**src/rtl/orpt_pkg.sv**
```systemverilog
// ---------------------------------------------------------------------------
// Oriented rectangle point test package
// Shared types, register indexes and the CORDIC angle table.
// ---------------------------------------------------------------------------
`default_nettype none

package orpt_pkg;

  localparam int CfgAddrW = 3;

  typedef enum logic [CfgAddrW-1:0] {
    REG_START_X     = 3'd0,
    REG_START_Y     = 3'd1,
    REG_HEADING     = 3'd2,
    REG_RECT_WIDTH  = 3'd3,
    REG_RECT_HEIGHT = 3'd4
  } cfg_reg_e;

  localparam int HdgW  = 16;
  localparam int TrigW = 16;
  localparam int MagW  = 31;
  localparam int CrdW  = 34;
  localparam logic signed [CrdW-1:0] CordicGain = 34'sd652032874;

  typedef struct packed {
    logic                    valid;
    logic signed [TrigW-1:0] cos_v;
    logic signed [TrigW-1:0] sin_v;
    logic        [MagW-1:0]  mag;
  } trig_t;

  function automatic logic [31:0] atan_lut(input logic [3:0] idx);
    logic [31:0] v;
    unique case (idx)
      4'd0:  v = 32'd536870912;
      4'd1:  v = 32'd316933406;
      4'd2:  v = 32'd167458907;
      4'd3:  v = 32'd85004756;
      4'd4:  v = 32'd42667331;
      4'd5:  v = 32'd21354465;
      4'd6:  v = 32'd10679838;
      4'd7:  v = 32'd5340245;
      4'd8:  v = 32'd2670163;
      4'd9:  v = 32'd1335087;
      4'd10: v = 32'd667544;
      4'd11: v = 32'd333772;
      4'd12: v = 32'd166886;
      4'd13: v = 32'd83443;
      4'd14: v = 32'd41722;
      4'd15: v = 32'd20861;
      default: v = 32'd0;
    endcase
    return v;
  endfunction

endpackage

`default_nettype wire

```
**src/rtl/orpt_back.sv**
```systemverilog
// ---------------------------------------------------------------------------
// Execution unit
// Runs one request at a time through a shared multiplier: dot products and
// slab bounds for a point test, the forward step for a move. Holds the
// center, the side lengths and the output register.
// ---------------------------------------------------------------------------
`default_nettype none

module orpt_back #(
  parameter int CoordBits = 32
) (
  input  wire logic                             clk_i,
  input  wire logic                             rst_ni,
  input  wire logic                             item_valid_i,
  output logic                                  item_pop_o,
  input  wire logic                             item_action_i,
  input  wire logic [CoordBits-1:0]             item_px_i,
  input  wire logic [CoordBits-1:0]             item_py_i,
  input  wire logic [CoordBits-1:0]             item_dist_i,
  input  orpt_pkg::trig_t                       trig_i,
  input  wire logic                             cfg_we_i,
  input  wire logic [orpt_pkg::CfgAddrW-1:0]    cfg_addr_i,
  input  wire logic [CoordBits-1:0]             cfg_data_i,
  output logic                                  out_valid_o,
  input  wire logic                             out_ready_i,
  output logic                                  out_inside_o,
  output logic [CoordBits-1:0]                  out_cx_o,
  output logic [CoordBits-1:0]                  out_cy_o
);

  typedef enum logic [2:0] {
    B_IDLE = 3'b001,
    B_MUL  = 3'b010,
    B_FIN  = 3'b100
  } bstate_e;

  localparam int AW = CoordBits + 1;
  localparam int BW = 17;
  localparam int PW = AW + BW;
  localparam int GW = PW + 1;
  localparam logic signed [GW-1:0] Rnd  = GW'(16384);
  localparam logic signed [GW-1:0] CMax = (GW'(1) <<< (CoordBits - 1)) - GW'(1);
  localparam logic signed [GW-1:0] CMin = -CMax - GW'(1);

  bstate_e st_q;
  logic [3:0] step_q;
  logic       act_q;
  logic signed [AW-1:0] dx_q, dy_q;
  logic signed [PW-1:0] prod_q;
  logic signed [GW-1:0] g_q, h_q, bw_q, bh_q;
  logic [CoordBits-1:0] cx_q, cy_q;
  logic [CoordBits-2:0] w_q, h_len_q;
  logic out_valid_q, out_inside_q;
  logic [CoordBits-1:0] out_cx_q, out_cy_q;

  logic signed [AW-1:0] opa, w_ext, hl_ext;
  logic signed [BW-1:0] opb, c_ext, s_ext, mlo, mhi;
  logic signed [PW-1:0] prod_d;
  logic signed [GW-1:0] prod_x, nx, ny;
  logic signed [GW:0]   gx, hx, bwx, bhx;
  logic ok_w, ok_h, in_rect, take, last;
  logic [CoordBits-1:0] new_cx, new_cy;

  assign w_ext  = $signed({2'b00, w_q});
  assign hl_ext = $signed({2'b00, h_len_q});
  assign c_ext  = $signed({trig_i.cos_v[orpt_pkg::TrigW-1], trig_i.cos_v});
  assign s_ext  = $signed({trig_i.sin_v[orpt_pkg::TrigW-1], trig_i.sin_v});
  assign mlo    = $signed({1'b0, trig_i.mag[15:0]});
  assign mhi    = $signed({2'b00, trig_i.mag[orpt_pkg::MagW-1:16]});

  always_comb begin
    opa = dx_q;
    opb = c_ext;
    if (act_q) begin
      opb = (step_q == 4'd0) ? c_ext : s_ext;
    end else begin
      unique case (step_q)
        4'd0: begin opa = dx_q;   opb = s_ext; end
        4'd1: begin opa = dy_q;   opb = c_ext; end
        4'd2: begin opa = dx_q;   opb = c_ext; end
        4'd3: begin opa = dy_q;   opb = s_ext; end
        4'd4: begin opa = w_ext;  opb = mlo;   end
        4'd5: begin opa = w_ext;  opb = mhi;   end
        4'd6: begin opa = hl_ext; opb = mlo;   end
        4'd7: begin opa = hl_ext; opb = mhi;   end
        default: begin opa = dx_q; opb = c_ext; end
      endcase
    end
    prod_d = opa * opb;
  end

  assign prod_x = {prod_q[PW-1], prod_q};
  assign last   = act_q ? (step_q == 4'd2) : (step_q == 4'd8);

  always_comb begin
    gx      = {g_q[GW-1], g_q};
    hx      = {h_q[GW-1], h_q};
    bwx     = {bw_q[GW-1], bw_q};
    bhx     = {bh_q[GW-1], bh_q};
    ok_w    = (w_q == '0) || ((gx <= bwx) && (-gx <= bwx));
    ok_h    = (h_len_q == '0) || ((hx <= bhx) && (-hx <= bhx));
    in_rect = ok_w && ok_h;
    nx = $signed({{(GW-CoordBits){cx_q[CoordBits-1]}}, cx_q}) + ((g_q + Rnd) >>> 15);
    ny = $signed({{(GW-CoordBits){cy_q[CoordBits-1]}}, cy_q}) + ((h_q + Rnd) >>> 15);
    if (nx > CMax) begin
      new_cx = CMax[CoordBits-1:0];
    end else if (nx < CMin) begin
      new_cx = CMin[CoordBits-1:0];
    end else begin
      new_cx = nx[CoordBits-1:0];
    end
    if (ny > CMax) begin
      new_cy = CMax[CoordBits-1:0];
    end else if (ny < CMin) begin
      new_cy = CMin[CoordBits-1:0];
    end else begin
      new_cy = ny[CoordBits-1:0];
    end
  end

  assign item_pop_o = (st_q == B_IDLE) && item_valid_i && trig_i.valid;
  assign take       = (st_q == B_FIN) && (!out_valid_q || out_ready_i);

  always_ff @(posedge clk_i or negedge rst_ni) begin
    if (!rst_ni) begin
      st_q        <= B_IDLE;
      step_q      <= '0;
      out_valid_q <= 1'b0;
      cx_q        <= '0;
      cy_q        <= '0;
      w_q         <= '0;
      h_len_q     <= '0;
    end else begin
      unique case (st_q)
        B_IDLE: begin
          if (item_pop_o) begin
            step_q <= '0;
            st_q   <= B_MUL;
          end
        end
        B_MUL: begin
          step_q <= step_q + 4'd1;
          if (last) begin
            st_q <= B_FIN;
          end
        end
        B_FIN: begin
          if (take) begin
            st_q <= B_IDLE;
          end
        end
        default: st_q <= B_IDLE;
      endcase
      if (take) begin
        out_valid_q <= 1'b1;
        if (act_q) begin
          cx_q <= new_cx;
          cy_q <= new_cy;
        end
      end else if (out_ready_i) begin
        out_valid_q <= 1'b0;
      end
      if (cfg_we_i) begin
        unique case (cfg_addr_i)
          orpt_pkg::REG_START_X:     cx_q    <= cfg_data_i;
          orpt_pkg::REG_START_Y:     cy_q    <= cfg_data_i;
          orpt_pkg::REG_RECT_WIDTH:  w_q     <= cfg_data_i[CoordBits-2:0];
          orpt_pkg::REG_RECT_HEIGHT: h_len_q <= cfg_data_i[CoordBits-2:0];
          default: ;
        endcase
      end
    end
  end

  always_ff @(posedge clk_i) begin
    if (item_pop_o) begin
      act_q <= item_action_i;
      if (item_action_i) begin
        dx_q <= $signed({item_dist_i[CoordBits-1], item_dist_i});
      end else begin
        dx_q <= $signed({item_px_i[CoordBits-1], item_px_i})
              - $signed({cx_q[CoordBits-1], cx_q});
      end
      dy_q <= $signed({item_py_i[CoordBits-1], item_py_i})
            - $signed({cy_q[CoordBits-1], cy_q});
    end
    if (st_q == B_MUL) begin
      prod_q <= prod_d;
      if (act_q) begin
        unique case (step_q)
          4'd1: g_q <= prod_x;
          4'd2: h_q <= prod_x;
          default: ;
        endcase
      end else begin
        unique case (step_q)
          4'd1: g_q  <= -prod_x;
          4'd2: g_q  <= g_q + prod_x;
          4'd3: h_q  <= prod_x;
          4'd4: h_q  <= h_q + prod_x;
          4'd5: bw_q <= prod_x >>> 16;
          4'd6: bw_q <= bw_q + prod_x;
          4'd7: bh_q <= prod_x >>> 16;
          4'd8: bh_q <= bh_q + prod_x;
          default: ;
        endcase
      end
    end
    if (take) begin
      out_inside_q <= act_q ? 1'b0 : in_rect;
      out_cx_q     <= act_q ? new_cx : cx_q;
      out_cy_q     <= act_q ? new_cy : cy_q;
    end
  end

  assign out_valid_o  = out_valid_q;
  assign out_inside_o = out_inside_q;
  assign out_cx_o     = out_cx_q;
  assign out_cy_o     = out_cy_q;

endmodule

`default_nettype wire

```
**config.mk**
```make
export PLATFORM = sky130hd
export DESIGN_NAME = orpt_back
export DESIGN_NICKNAME = d
export VERILOG_FILES = /design/src/rtl/orpt_pkg.sv /design/src/rtl/orpt_back.sv
export SDC_FILE = /design/constraint.sdc
export NUM_CORES = 2
export LEC_CHECK = 0
export BUFFER_PORTS_ARGS = -buffer_cell sky130_fd_sc_hd__buf_2
export CORE_MARGIN = 2
export CORE_UTILIZATION = 60
export DETAILED_ROUTE_END_ITERATION = 16
export PLACE_DENSITY = 0.82
export SETUP_SLACK_MARGIN = 0.02
export SKIP_CTS_REPAIR_TIMING = 1
export SLEW_MARGIN = 20
export SYNTH_ARGS = -nofsm -noshare
export SYNTH_HDL_FRONTEND = slang
export SYNTH_SLANG_ARGS = --single-unit
```
**constraint.sdc**
```tcl
create_clock -name clk_i -period 18.9 [get_ports clk_i]
set_input_delay 3.78 -clock clk_i [delete_from_list [all_inputs] [get_ports clk_i]]
set_output_delay 3.78 -clock clk_i [all_outputs]
set_load 0.005 [all_outputs]
```
==> metrics.md <==
| Metric | Value |
|---|---|
| Outcome | `finished, final reports clean` |
| Crit end category | `flip-flop` |
| Min Tclk post-route | `between 10 and 15 ns` |
| Mean Syn Cell Area | `~8.7 sq um` |
| #FFs+latches synth | `520` |
| Top cell type's share of synthesized area | `0.174` |
| Initial drt markers | `about 6600` |
| Max Clock Freq | `roughly 85 MHz` |
| Site Rows | `between 100 and 150` |
| Peak fanout along the critical path | `29` |
| Initial Util | `0.603` |
| Core area | `between 100000 and 150000 sq um` |
| Design Area, Final | `around 72000 sq um` |
| All-Layer GR Usage | `0.386` |
| Setup violations, final | `0` |
| WP data required | `19.33 ns` |
| Fin crit share | `0.625` |
| Antenna violations before repair | `4` |
| DR vias/cell | `~6.4` |
| Setup TNS | `0 ns` |
| DR pass1 iterations | `9` |
| Max-slew violations | `0` |
| CTS max path bufs | `3` |
| HP Class | `flip-flop to flip-flop` |
| Die Ht | `337 microns` |
| Synth area leader | `edfxtp_1` |
| Top-count cell post-synth | `inv_1` |
| CP max stage cell | `a211oi_1` |
| Cell Area, Synth | `about 67000 sq um` |
| Vias | `between 60000 and 70000` |
| Worst Skew | `~0.062 ns` |
| Io pins | `about 270` |
| Fillers | `around 9100` |
| Synth warn | `0` |
| CP Launch Type | `input port` |
| Mapped Nets | `9043` |
| Pin count of the biggest net entering global routing | `~100` |
| Synth unique cells | `a little over 90` |
| Post-layout util | `0.648` |
| Total gr overflow | `0` |
| Hpwl dp | `between 150000 and 200000 microns` |
| TritonCTS Sinks | `520` |
| Clk Latency, worst-skew pair | `about 0.7 ns` |
| Clock transition at path regs | `0.06 ns` |
| Placement Cell Area | `roughly 70000 sq um` |
| Number of max-cap violations | `0` |
| CTS H-tree depth | `2` |
| DRC viols | `0` |
| Largest cells by area after synthesis | `edfxtp_1, fa_1, ha_1` |
| Reg2Reg Setup Slack | `7.16 ns` |
| Worst-margin pin slew | `approximately 1.3 ns` |
| CP max stage delay | `roughly 0.6 ns` |
| Final ANT Viol Nets | `0` |
| Die Area | `~110000 sq um` |
| First-pass GRT wire length | `~340000 microns` |
| Port bufs | `between 200 and 300` |
| Post-synthesis async set-or-reset flop share | `0.258` |
| Cell mode on critical path | `fa_1` |
| Ys flop type | `edfxtp_1` |
| Post-synth top cells | `inv_1, nand2_1, nor2_1, ha_1, a21oi_1` |
| EDFF count, synth | `slightly below 400` |
| Cells after synthesis | `about 7600` |
| CTS tree | `yes` |
| Register area share after synthesis | `0.225` |
| Area grow syn2layout | `7.58%` |
| Rel. slew slack | `0.146` |
| TritonCTS Buffers | `56` |
| Routed WL | `between 200000 and 250000 microns` |
| Die Width | `about 340 microns` |
| Arrival @ worst endpoint | `12.24 ns` |
| Root Driver | `clkbuf_16` |
| RSZ-0062 raised after global routing | `no` |
| Nets | `around 9200` |
| Vias in the first global route | `a little under 60000` |
| Endpoints failing hold | `0` |
| RD Place Congestion | `around 1` |
| Routed length per instance | `23.7 microns` |
| Share of layout cells above drive strength 1 | `0.0822` |
| Crit Path Class | `input port to flip-flop` |
[registers in the layout, indices dropped and copies added (netlist names), 4 cells and up]
| signal | count |
|---|---|
| dx_q | 33 |
| step_q | 4 |
| h_q | 51 |
| bw_q | 51 |
| cy_q | 32 |
| cx_q | 32 |
| w_q | 31 |
| out_cy_o | 32 |
| g_q | 51 |
| out_cx_o | 32 |
| dy_q | 33 |
| bh_q | 51 |
| prod_q | 50 |
| h_len_q | 31 |
[final cells by class]
| cell class | instances | area, sq um | share of cell area |
|---|---|---|---|
| well taps | 1488 | 1860 | 0.0260 |
| clock buffers | 79 | 1580 | 0.0221 |
| repair buffers | 382 | 2210 | 0.0309 |
| inverters | 853 | 3200 | 0.0447 |
| diodes | 3 | 7.51 | 0.000105 |
| clock inverters | 23 | 270 | 0.00378 |
| flip-flops and latches | 520 | 14900 | 0.209 |
| multi-input cells | 5978 | 47500 | 0.663 |
[path summary, 6_finish.rpt]
kind,cells past startpoint,to,start
worst max-delay path,29,prod_q[49],trig_i[46]
worst min-delay path,1,st_q[2],st_q[0]
worst max register to register,32,prod_q[48],step_q[2]
worst min register to register,1,st_q[2],st_q[0]
max in group asynchronous,2,out_valid_o,rst_ni
min in group asynchronous,1,cy_q[21],rst_ni
[per-layer routing]
layer	track usage	share of wire	wire (microns)	vias up
met5	0	0.00015	33	-
met4	0.234	0.071	15700	6
met3	0.0935	0.12	26300	818
met2	0.581	0.43	95000	3377
met1	0.504	0.38	84300	28900
li1	-	-	-	26900
[layout by cell type, fill, tap and decap left out, drive strengths merged, types with 21 or more instances in the layout]
cell      n
inv     854
nand2   727
nor2    698
ha      668
a21oi   552
fa      544
o21ai   461
edfxtp  386
buf     382
xnor2   309
a21o    283
xor2    193
dfrtp   133
nor3    131
nand3   127
nand4    90
mux2     84
clkbuf   79
o21a     78
nand2b   77
a22oi    73
nor2b    69
and3     60
a211oi   57
and2     56
nor4     56
o31ai    54
or3      53
a31oi    49
o21bai   45
a222oi   44
o22ai    33
or2      27
o211ai   23
mux2i    23
or4      21
[worst max-delay path, delay by kind of cell]
kind	cells	cell delay, ns
and+or+nand+nor	6	1.12
AOI/OAI and AO/OA	9	2.70
buffers and inverters	6	1.01
adders and majority gates	7	3.49
xor gates and xnor gates	1	0.11
[kinds of logic (layout without fill, tap and decap cells)]
| family | after synthesis | in the layout | share of synthesized area |
|---|---|---|---|
| compound gates | 1906 | 1906 | 0.181 |
| xor+xnor | 502 | 502 | 0.0661 |
| fa+ha+maj | 1212 | 1212 | 0.289 |
| buf+inv | 1132 | 1337 | 0.0640 |
| flops | 520 | 520 | 0.225 |
| mux | 107 | 107 | 0.0177 |
| other cells | 0 | 3 | 0 |
| simple gates | 2251 | 2251 | 0.157 |
[metrics by stage]
| step | setup slack (ns) | hold slack (ns) | instances |
|---|---|---|---|
| floorplan | 8.06 | 0.493 | 7630 |
| global placement | 6.84 | 0.513 | 9214 |
| detailed placement | 6.56 | 0.523 | 9220 |
| CTS | 7.24 | 0.536 | 9322 |
| global route | 6.67 | 0.552 | 9323 |
| finish | 7.09 | 0.538 | 9326 |
Power is left out: the tool's default activity adds up to more than one toggle a clock period on the data nets, which glitch-free logic cannot reach.
